## src/rtl/core/pps_pkg.sv

```systemverilog
// Types, constants and helpers shared by the priority process scheduler.
`default_nettype none

package pps_pkg;

	localparam int SLOTS = 16;
	localparam int PRIORITY_BITS = 8;

	localparam int SLOT_W = $clog2(SLOTS);
	localparam int CNT_W = $clog2(SLOTS + 1);
	localparam int PRIO_W = PRIORITY_BITS;
	localparam int LIVE_W = 5;

	typedef enum logic [1:0] {
		OP_CREATE = 2'd0,
		OP_EXIT = 2'd1,
		OP_SLEEP = 2'd2,
		OP_SCHEDULE = 2'd3
	} op_t;

	typedef enum logic [1:0] {
		STATUS_OK = 2'd0,
		STATUS_FULL = 2'd1,
		STATUS_NOT_FOUND = 2'd2
	} status_t;

	typedef enum logic [2:0] {
		SLOT_UNUSED = 3'd0,
		SLOT_READY = 3'd1,
		SLOT_RUNNING = 3'd2,
		SLOT_SLEEPING = 3'd3,
		SLOT_ZOMBIE = 3'd4
	} slot_state_t;

	typedef enum logic [2:0] {
		ST_IDLE = 3'b001,
		ST_SCAN = 3'b010,
		ST_PICK = 3'b100
	} fsm_t;

	typedef struct packed {
		op_t opcode;
		logic [7:0] priority_req;
		logic [31:0] parent_pid;
		logic [31:0] initial_context;
		logic [31:0] target_pid;
		logic [31:0] delay_ticks;
		logic [31:0] now_tick;
		logic [31:0] saved_context;
	} req_t;

	typedef struct packed {
		status_t status;
		logic [31:0] new_pid;
		logic [31:0] next_context;
		logic [31:0] running_pid;
		logic [LIVE_W-1:0] live_count;
	} rsp_t;

	typedef struct packed {
		slot_state_t state;
		logic [31:0] pid;
		logic [31:0] parent;
		logic [PRIO_W-1:0] prio;
		logic [31:0] wake;
		logic [31:0] ctx;
	} slot_rec_t;

	localparam int REC_W = $bits(slot_rec_t);

	function automatic logic [SLOT_W-1:0] next_slot(input logic [SLOT_W-1:0] a);
		logic [SLOT_W-1:0] n;
		if (a == SLOT_W'(SLOTS - 1)) begin
			n = '0;
		end else begin
			n = a + SLOT_W'(1);
		end
		return n;
	endfunction

	function automatic slot_rec_t reset_rec(input logic [SLOT_W-1:0] idx);
		slot_rec_t r;
		r = '0;
		r.state = (idx == '0) ? SLOT_READY : SLOT_UNUSED;
		return r;
	endfunction

endpackage

`default_nettype wire

```

## src/rtl/core/pps_ram.sv

```systemverilog
// Generic single-write, single-read RAM with registered read data.
`default_nettype none

module pps_ram #(
	parameter int WIDTH = 8,
	parameter int DEPTH = 16
) (
	input logic clk,
	input logic we,
	input logic [$clog2(DEPTH)-1:0] waddr,
	input logic [WIDTH-1:0] wdata,
	input logic re,
	input logic [$clog2(DEPTH)-1:0] raddr,
	output logic [WIDTH-1:0] rdata
);

	logic [WIDTH-1:0] mem [DEPTH];

	always_ff @(posedge clk) begin
		if (we) begin
			mem[waddr] <= wdata;
		end
		if (re) begin
			rdata <= mem[raddr];
		end
	end

endmodule

`default_nettype wire

```

## src/rtl/core/priority_process_scheduler.sv

```systemverilog
// Priority process scheduler: slot table in RAM, scanned one slot per cycle.
`default_nettype none

// An item is taken when start is high and busy is low; its result appears on rsp for
// exactly one cycle with done high and cannot be held off. All slot records live in one
// RAM with one read and one write port, so create, exit and schedule walk the table
// one slot per cycle through the registered read port; sleep reads only the running
// slot, or no slot for zero ticks. A bit per slot marks entries written since reset,
// so no clearing pass runs after reset.
module priority_process_scheduler import pps_pkg::*; (
	input logic clk,
	input logic arst_n,
	input logic start,
	input req_t req,
	output logic busy,
	output logic done,
	output rsp_t rsp
);

	fsm_t st_q;
	req_t req_q;
	rsp_t rsp_q;
	logic done_q;

	logic [SLOT_W-1:0] cur_q;
	logic [SLOT_W-1:0] issue_addr_q;
	logic [CNT_W-1:0] issue_left_q;
	logic [CNT_W-1:0] live_q;
	logic [SLOT_W-1:0] best_q;
	logic [PRIO_W-1:0] best_pri_q;
	logic have_q;
	logic found_q;
	logic [31:0] pid_ctr_q;
	logic [31:0] cur_pid_q;
	logic [31:0] new_pid_q;
	logic [SLOTS-1:0] valid_q;

	logic v_s1;
	logic vb_s1;
	logic [SLOT_W-1:0] idx_s1;

	logic accept;
	logic scan_issue;
	logic scan_end;
	logic proc;
	logic hit;
	logic sched_take;
	logic live_inc;
	logic live_dec;
	logic [CNT_W-1:0] live_next;

	logic re;
	logic we;
	logic [SLOT_W-1:0] raddr;
	logic [REC_W-1:0] rdata;
	slot_rec_t rec;
	slot_rec_t wrec;

	pps_ram #(
		.WIDTH(REC_W),
		.DEPTH(SLOTS)
	) u_slot_ram (
		.clk(clk),
		.we(we),
		.waddr(idx_s1),
		.wdata(wrec),
		.re(re),
		.raddr(raddr),
		.rdata(rdata)
	);

	assign accept = start && (st_q == ST_IDLE);
	assign busy = (st_q != ST_IDLE);
	assign done = done_q;
	assign rsp = rsp_q;

	assign scan_issue = (st_q == ST_SCAN) && (issue_left_q != '0);
	assign scan_end = (st_q == ST_SCAN) && (issue_left_q == '0) && !v_s1;
	assign proc = (st_q == ST_SCAN) && v_s1 && !found_q;

	assign re = scan_issue || (scan_end && (req_q.opcode == OP_SCHEDULE));
	assign raddr = scan_issue ? issue_addr_q : (have_q ? best_q : '0);
	assign rec = vb_s1 ? slot_rec_t'(rdata) : reset_rec(idx_s1);

	always_comb begin
		we = 1'b0;
		hit = 1'b0;
		live_inc = 1'b0;
		live_dec = 1'b0;
		sched_take = 1'b0;
		wrec = rec;
		if (st_q == ST_PICK) begin
			we = 1'b1;
			wrec.state = SLOT_RUNNING;
			live_inc = (rec.state == SLOT_UNUSED) || (rec.state == SLOT_ZOMBIE);
		end else if (proc) begin
			case (req_q.opcode)
				OP_CREATE: begin
					if (rec.state == SLOT_UNUSED) begin
						hit = 1'b1;
						we = 1'b1;
						live_inc = 1'b1;
						wrec.state = SLOT_READY;
						wrec.pid = pid_ctr_q;
						wrec.parent = req_q.parent_pid;
						wrec.prio = PRIO_W'(req_q.priority_req);
						wrec.wake = '0;
						wrec.ctx = req_q.initial_context;
					end
				end
				OP_EXIT: begin
					if (rec.state != SLOT_UNUSED && rec.pid == req_q.target_pid) begin
						hit = 1'b1;
						we = 1'b1;
						live_dec = (rec.state != SLOT_ZOMBIE);
						wrec.state = SLOT_ZOMBIE;
					end
				end
				OP_SLEEP: begin
					we = 1'b1;
					live_inc = (rec.state == SLOT_UNUSED) || (rec.state == SLOT_ZOMBIE);
					wrec.state = SLOT_SLEEPING;
					wrec.wake = req_q.now_tick + req_q.delay_ticks;
				end
				OP_SCHEDULE: begin
					we = 1'b1;
					if (idx_s1 == cur_q) begin
						wrec.ctx = req_q.saved_context;
						if (wrec.state == SLOT_RUNNING) begin
							wrec.state = SLOT_READY;
						end
					end
					if (wrec.state == SLOT_SLEEPING && req_q.now_tick >= wrec.wake) begin
						wrec.state = SLOT_READY;
					end
					if (wrec.state == SLOT_ZOMBIE) begin
						wrec.state = SLOT_UNUSED;
					end
					sched_take = (wrec.state == SLOT_READY) && (wrec.prio >= best_pri_q);
				end
				default: begin
					we = 1'b0;
				end
			endcase
		end
	end

	assign live_next = live_q + CNT_W'(live_inc) - CNT_W'(live_dec);

	always_ff @(posedge clk or negedge arst_n) begin
		if (!arst_n) begin
			st_q <= ST_IDLE;
			done_q <= 1'b0;
			cur_q <= '0;
			issue_addr_q <= '0;
			issue_left_q <= '0;
			live_q <= CNT_W'(1);
			best_q <= '0;
			best_pri_q <= '0;
			have_q <= 1'b0;
			found_q <= 1'b0;
			pid_ctr_q <= 32'd1;
			cur_pid_q <= '0;
			new_pid_q <= '0;
			valid_q <= '0;
			v_s1 <= 1'b0;
		end else begin
			done_q <= (st_q == ST_PICK) || (scan_end && (req_q.opcode != OP_SCHEDULE));
			v_s1 <= scan_issue;
			if (we) begin
				valid_q[idx_s1] <= 1'b1;
			end
			live_q <= live_next;
			case (st_q)
				ST_IDLE: begin
					if (accept) begin
						st_q <= ST_SCAN;
						found_q <= 1'b0;
						have_q <= 1'b0;
						best_q <= '0;
						best_pri_q <= '0;
						new_pid_q <= '0;
						case (req.opcode)
							OP_CREATE: begin
								issue_addr_q <= SLOT_W'(1);
								issue_left_q <= CNT_W'(SLOTS - 1);
							end
							OP_EXIT: begin
								issue_addr_q <= '0;
								issue_left_q <= CNT_W'(SLOTS);
							end
							OP_SLEEP: begin
								issue_addr_q <= cur_q;
								issue_left_q <= CNT_W'(req.delay_ticks != '0);
							end
							default: begin
								issue_addr_q <= next_slot(cur_q);
								issue_left_q <= CNT_W'(SLOTS);
							end
						endcase
					end
				end
				ST_SCAN: begin
					if (scan_issue) begin
						issue_addr_q <= next_slot(issue_addr_q);
					end
					if (hit) begin
						found_q <= 1'b1;
						issue_left_q <= '0;
					end else if (scan_issue) begin
						issue_left_q <= issue_left_q - CNT_W'(1);
					end
					if (hit && req_q.opcode == OP_CREATE) begin
						pid_ctr_q <= pid_ctr_q + 32'd1;
						new_pid_q <= pid_ctr_q;
						if (idx_s1 == cur_q) begin
							cur_pid_q <= pid_ctr_q;
						end
					end
					if (sched_take) begin
						best_q <= idx_s1;
						best_pri_q <= wrec.prio;
						have_q <= 1'b1;
					end
					if (scan_end) begin
						if (req_q.opcode == OP_SCHEDULE) begin
							st_q <= ST_PICK;
						end else begin
							st_q <= ST_IDLE;
						end
					end
				end
				ST_PICK: begin
					cur_q <= idx_s1;
					cur_pid_q <= rec.pid;
					st_q <= ST_IDLE;
				end
				default: begin
					st_q <= ST_IDLE;
				end
			endcase
		end
	end

	always_ff @(posedge clk) begin
		if (accept) begin
			req_q <= req;
		end
		if (re) begin
			idx_s1 <= raddr;
			vb_s1 <= valid_q[raddr];
		end
		if (scan_end && req_q.opcode != OP_SCHEDULE) begin
			if (!found_q && req_q.opcode == OP_CREATE) begin
				rsp_q.status <= STATUS_FULL;
			end else if (!found_q && req_q.opcode == OP_EXIT) begin
				rsp_q.status <= STATUS_NOT_FOUND;
			end else begin
				rsp_q.status <= STATUS_OK;
			end
			rsp_q.new_pid <= new_pid_q;
			rsp_q.next_context <= '0;
			rsp_q.running_pid <= cur_pid_q;
			rsp_q.live_count <= LIVE_W'(live_q);
		end
		if (st_q == ST_PICK) begin
			rsp_q.status <= STATUS_OK;
			rsp_q.new_pid <= '0;
			rsp_q.next_context <= rec.ctx;
			rsp_q.running_pid <= rec.pid;
			rsp_q.live_count <= LIVE_W'(live_next);
		end
	end

endmodule

`default_nettype wire

```

## config.mk

```make
export PLATFORM = sky130hd
export DESIGN_NAME = priority_process_scheduler
export DESIGN_NICKNAME = d
export VERILOG_FILES = /design/src/rtl/core/pps_pkg.sv /design/src/rtl/core/pps_ram.sv /design/src/rtl/core/priority_process_scheduler.sv
export SDC_FILE = /design/constraint.sdc
export NUM_CORES = 2
export LEC_CHECK = 0
export BUFFER_PORTS_ARGS = -buffer_cell sky130_fd_sc_hd__buf_2
export CORE_MARGIN = 2
export CORE_UTILIZATION = 35
export CTS_BUF_LIST = sky130_fd_sc_hd__clkbuf_4 sky130_fd_sc_hd__clkbuf_8
export DETAILED_ROUTE_END_ITERATION = 6
export HOLD_SLACK_MARGIN = 0.05
export MAX_ROUTING_LAYER = met4
export PLACE_DENSITY = 0.5
export SLEW_MARGIN = 20
export SYNTH_ARGS = -nofsm -noshare
export SYNTH_HDL_FRONTEND = slang
export SYNTH_SLANG_ARGS = --single-unit
```

## constraint.sdc

```tcl
create_clock -name clk -period 12.18 [get_ports clk]
set_clock_uncertainty 0.1 [all_clocks]
set_input_delay 0.609 -clock clk [delete_from_list [all_inputs] [get_ports clk]]
set_output_delay 0.609 -clock clk [all_outputs]
set_load 0.02 [all_outputs]
```

==> results by group <==
Synth
  – Cell area after technology mapping: 91,400 um2
  – Fraction of registers with async set or reset after synthesis: 6.63%
  – Adder and majority cell fraction of the synthesized area: 1.19%
  – Synthesis-stage register bit count: 2,246
  – Count of unique library cells instantiated by Yosys: 78
  – Post-synthesis simple-gate area fraction: 15.8%
  – Mean instance size in the synthesized netlist: 12.7 um2
  – Sequential element share of the synthesized area: 72.6%
  – Combinational family with the most area after synthesis: simple AND/OR/NAND/NOR gates
  – Number of flops mapped to enable cells by yosys: 2,063
  – Synthesized netlist net count: 7,485
  – Synthesized netlist cell count: 7,194
  – Count of synthesis-stage warnings from yosys: 0
  – Most used flip-flop cell after synthesis: sky130_fd_sc_hd__edfxtp_1
  – Share of synthesized area spent on multiplexers: 0.571%
  – Area share of xor/xnor cells in the synthesized design: 0.776%
  – Compound-Gate Fraction of Synth Area: 6.57%

CTS
  – Buffer depth of the longest clock path: 4
  – Total number of clock tree sinks: 2,246
  – H-tree Lvls: 5
  – Clock insertion delay at the later pin of the skew report: 0.98 ns
  – Cell at the root of the clock tree: sky130_fd_sc_hd__clkbuf_8
  – Number of CTS-inserted buffers: 393
  – TritonCTS clock tree: done
  – Post-CTS Resized: 0
  – Clock Pin Slew Worst Setup and Hold Paths: 0.06 ns

Timing
  – Final worst-path setup slack: 6.05 ns
  – Final hold vios: 0
  – Sum of negative setup slack: 0 ns
  – Crit path time final: 6.13 ns
  – Fin crit share: 50.3%
  – Highest clock rate: 163 MHz
  – Worst-margin pin slew: 1.18 ns
  – Count of pins over their slew limit: 0
  – RSZ-0062 raised after global routing: no
  – Final setup viols: 0
  – Worst slew margin relative to its limit: 21.6%

Worst setup path
  – Category of the worst setup path capture point: register
  – Required @ worst endpoint: 12.65 ns
  – Critical path fanouts, max: 82
  – Arrival time at the worst endpoint: 6.60 ns
  – Startpoint kind of the worst setup timing path: register
  – Critical path type: register to register

Global routing
  – Global route total overflow: 0
  – Global-route total usage across every layer: 20.6%
  – Pin count of the biggest net entering global routing: 185
  – Vias in the first global route: 58,900
  – Wire length of the first global-routing pass: 397,000 um
  – Antenna violations before repair: 8

Layout
  – Most frequent cells in the layout: 2,063 x sky130_fd_sc_hd__edfxtp_1, 2,029 x sky130_fd_sc_hd__nand2_1, 939 x sky130_fd_sc_hd__nand3_1
  – Final layout net count: 8,020
  – Number of filler cells placed in the layout: 24,300
  – Area Growth Syn to Fin: 16.5%
  – Finished Core Util: 41.0%
  – Most common library cell in the layout ignoring fill and taps: sky130_fd_sc_hd__edfxtp_1
  – Cell area after layout: 107,000 um2
  – Share of final-layout standard cells stronger than drive strength 1: 14.8%

Outcome
  – Result of the run: finished clean

Placed design
  – DP HPWL: 135,000 um
  – Post-Place Setup Slack: 5.88 ns
  – Placed standard-cell area: 96,800 um2
  – Number of buffer cells added on primary ports: 277
  – Routability congestion estimate: 0.792

Detailed routing
  – Number of DRC violations after detailed-routing iteration 0: 5,336
  – Final ANT Viol Nets: 0
  – Final routed DRC violation total: 0
  – Total number of vias: 60,400
  – Number of detailed-route iterations in the first pass: 5
  – Via count normalized by instance count: 5.29
  – Average wire per cell in the routed design: 23.9 um
  – Detailed-route wire length: 272,000 um

Floorplanning
  – Initial Util: 35.2%
  – Height of the die: 515 um
  – Row cnt: 187
  – Horizontal die dimension: 515 um
  – Count of pins on the block boundary: 310
  – Die area: 265,000 um2
  – Core Area: 260,000 um2

Worst hold path
  – Classification of the worst-slack hold path: input port to async pin

Pwr
  – Total power of the final layout: 0.0195 W
  – Power per cell area: 183 nW/um2
  – Maximum VDD drop: 0.112 mV
  – Leakage power: 38.1 nW

Run
  – Max_cap viols: 0
## power by group
group	switching, W	internal, W	leakage, nW	total (W)
combinational	0.00228	0.000943	12.8	0.00322
sequential	0.000228	0.00911	21.3	0.00934
clock	0.00313	0.00384	4.09	0.00698
total	0.00564	0.0139	38.1	0.0195
## cell usage after synthesis, drive strengths merged, types with 10 or more instances
cell type / number / share of area, %
a22oi: 42 / 0.34
nand2b: 10 / 0.068
edfxtp: 2063 / 68
buf: 182 / 1.0
nor2: 105 / 0.43
a2bb2oi: 10 / 0.096
xor2: 16 / 0.15
dfrtp: 146 / 4.0
o21a: 12 / 0.099
a21oi: 96 / 0.53
inv: 72 / 0.30
o21ai: 147 / 0.81
nand3: 939 / 5.1
nand4b: 15 / 0.14
a311oi: 218 / 2.1
nor3: 16 / 0.093
nor4: 11 / 0.075
a31o: 10 / 0.096
mux2: 41 / 0.50
a21o: 52 / 0.43
ha: 84 / 1.1
dfxtp: 34 / 0.74
a31oi: 113 / 0.77
a22o: 36 / 0.34
o22ai: 57 / 0.40
and3: 127 / 0.87
nand2: 2033 / 8.3
clkbuf: 287 / 1.2
xnor2: 65 / 0.62
nand4: 29 / 0.20
a211oi: 13 / 0.11
## metrics by stage
stage                     hold slack, ns  cells
after floorplan                    0.213   7194
after global placement             0.342  10600
after detailed placement           0.344  10600
after CTS                          0.116  11400
after global routing               0.169  11400
final                              0.211  11400
## worst max-delay path: stages, from the launching register on
cell and delay, ns:
sky130_fd_sc_hd__edfxtp_1 0.32, sky130_fd_sc_hd__buf_4 0.49, sky130_fd_sc_hd__buf_12 0.42, sky130_fd_sc_hd__o21a_1 0.54, sky130_fd_sc_hd__nand3_1 0.31, sky130_fd_sc_hd__a21oi_1 0.37, sky130_fd_sc_hd__nand2_1 0.13, sky130_fd_sc_hd__o21ai_2 0.68
sky130_fd_sc_hd__and3_4 0.89, sky130_fd_sc_hd__buf_4 0.72, sky130_fd_sc_hd__buf_4 0.62
## flip-flops by register name, indices dropped and copies added (netlist names)
name / cells
have_q: 1
idx_s1: 4
u_slot_ram.rdata: 107
done: 1
issue_left_q: 5
best_q: 4
cur_pid_q: 32
u_slot_ram.mem: 1712
pid_ctr_q: 32
req_q: 170
st_q: 3
found_q: 1
new_pid_q: 32
v_s1: 1
valid_q: 16
issue_addr_q: 4
live_q: 5
cur_q: 4
best_pri_q: 8
rsp: 103
vb_s1: 1
## metal layers
| metal | up-vias | GRT usage, % | part of all wire [%] |
|---|---|---|---|
| met5 | - | - | 0 |
| met4 | 0 | 5.65 | 2.4 |
| met3 | 428 | 2.39 | 4.8 |
| met2 | 1748 | 32.5 | 47 |
| met1 | 30600 | 28.1 | 46 |
| li1 | 27600 | - | - |
## worst paths after layout
| check | start | to | slack [ns] | cells past startpoint |
|---|---|---|---|---|
| worst min-delay path | arst_n | new_pid_q[24] | 0.21 | 2 |
| worst min register to register | rsp[85] | rsp[85] | 0.35 | 2 |
| max in group asynchronous | arst_n | valid_q[4] | 10.28 | 3 |
| worst max register to register | vb_s1 | u_slot_ram.mem[4][39] | 6.05 | 10 |
| worst max-delay path | vb_s1 | u_slot_ram.mem[4][39] | 6.05 | 10 |
| min in group clk | req[130] | req_q[130] | 0.22 | 2 |
## cells by family after synthesis
family | count (synthesis)
AOI/OAI and AO/OA | 854
xor gates and xnor gates | 81
adders and majority gates | 86
buffers and inverters | 541
DFF | 2246
muxes | 47
and+or+nand+nor | 3339
## final cells by class
| type | count | area, um2 | share of cell area (%) |
|---|---|---|---|
| Sequential cell | 2246 | 66400 | 62.3 |
| Antenna cell | 1 | 2.50 | 0.00235 |
| Multi-Input combinational cell | 4407 | 23200 | 21.8 |
| Tap cell | 3402 | 4260 | 4.00 |
| Clock buffer | 531 | 6550 | 6.15 |
| Timing Repair Buffer | 609 | 4580 | 4.30 |
| Inverter | 72 | 307 | 0.288 |
| Clock inverter | 152 | 1220 | 1.15 |
## timing repair
action | 4_1_cts | 5_1_grt
endpoints found under the setup margin | 0 | 0
hold buffers | 172 | 0
setup buffers | 0 | 0
endpoints found under the hold margin | 268 | 0
(Power assumes the default switching activity.)
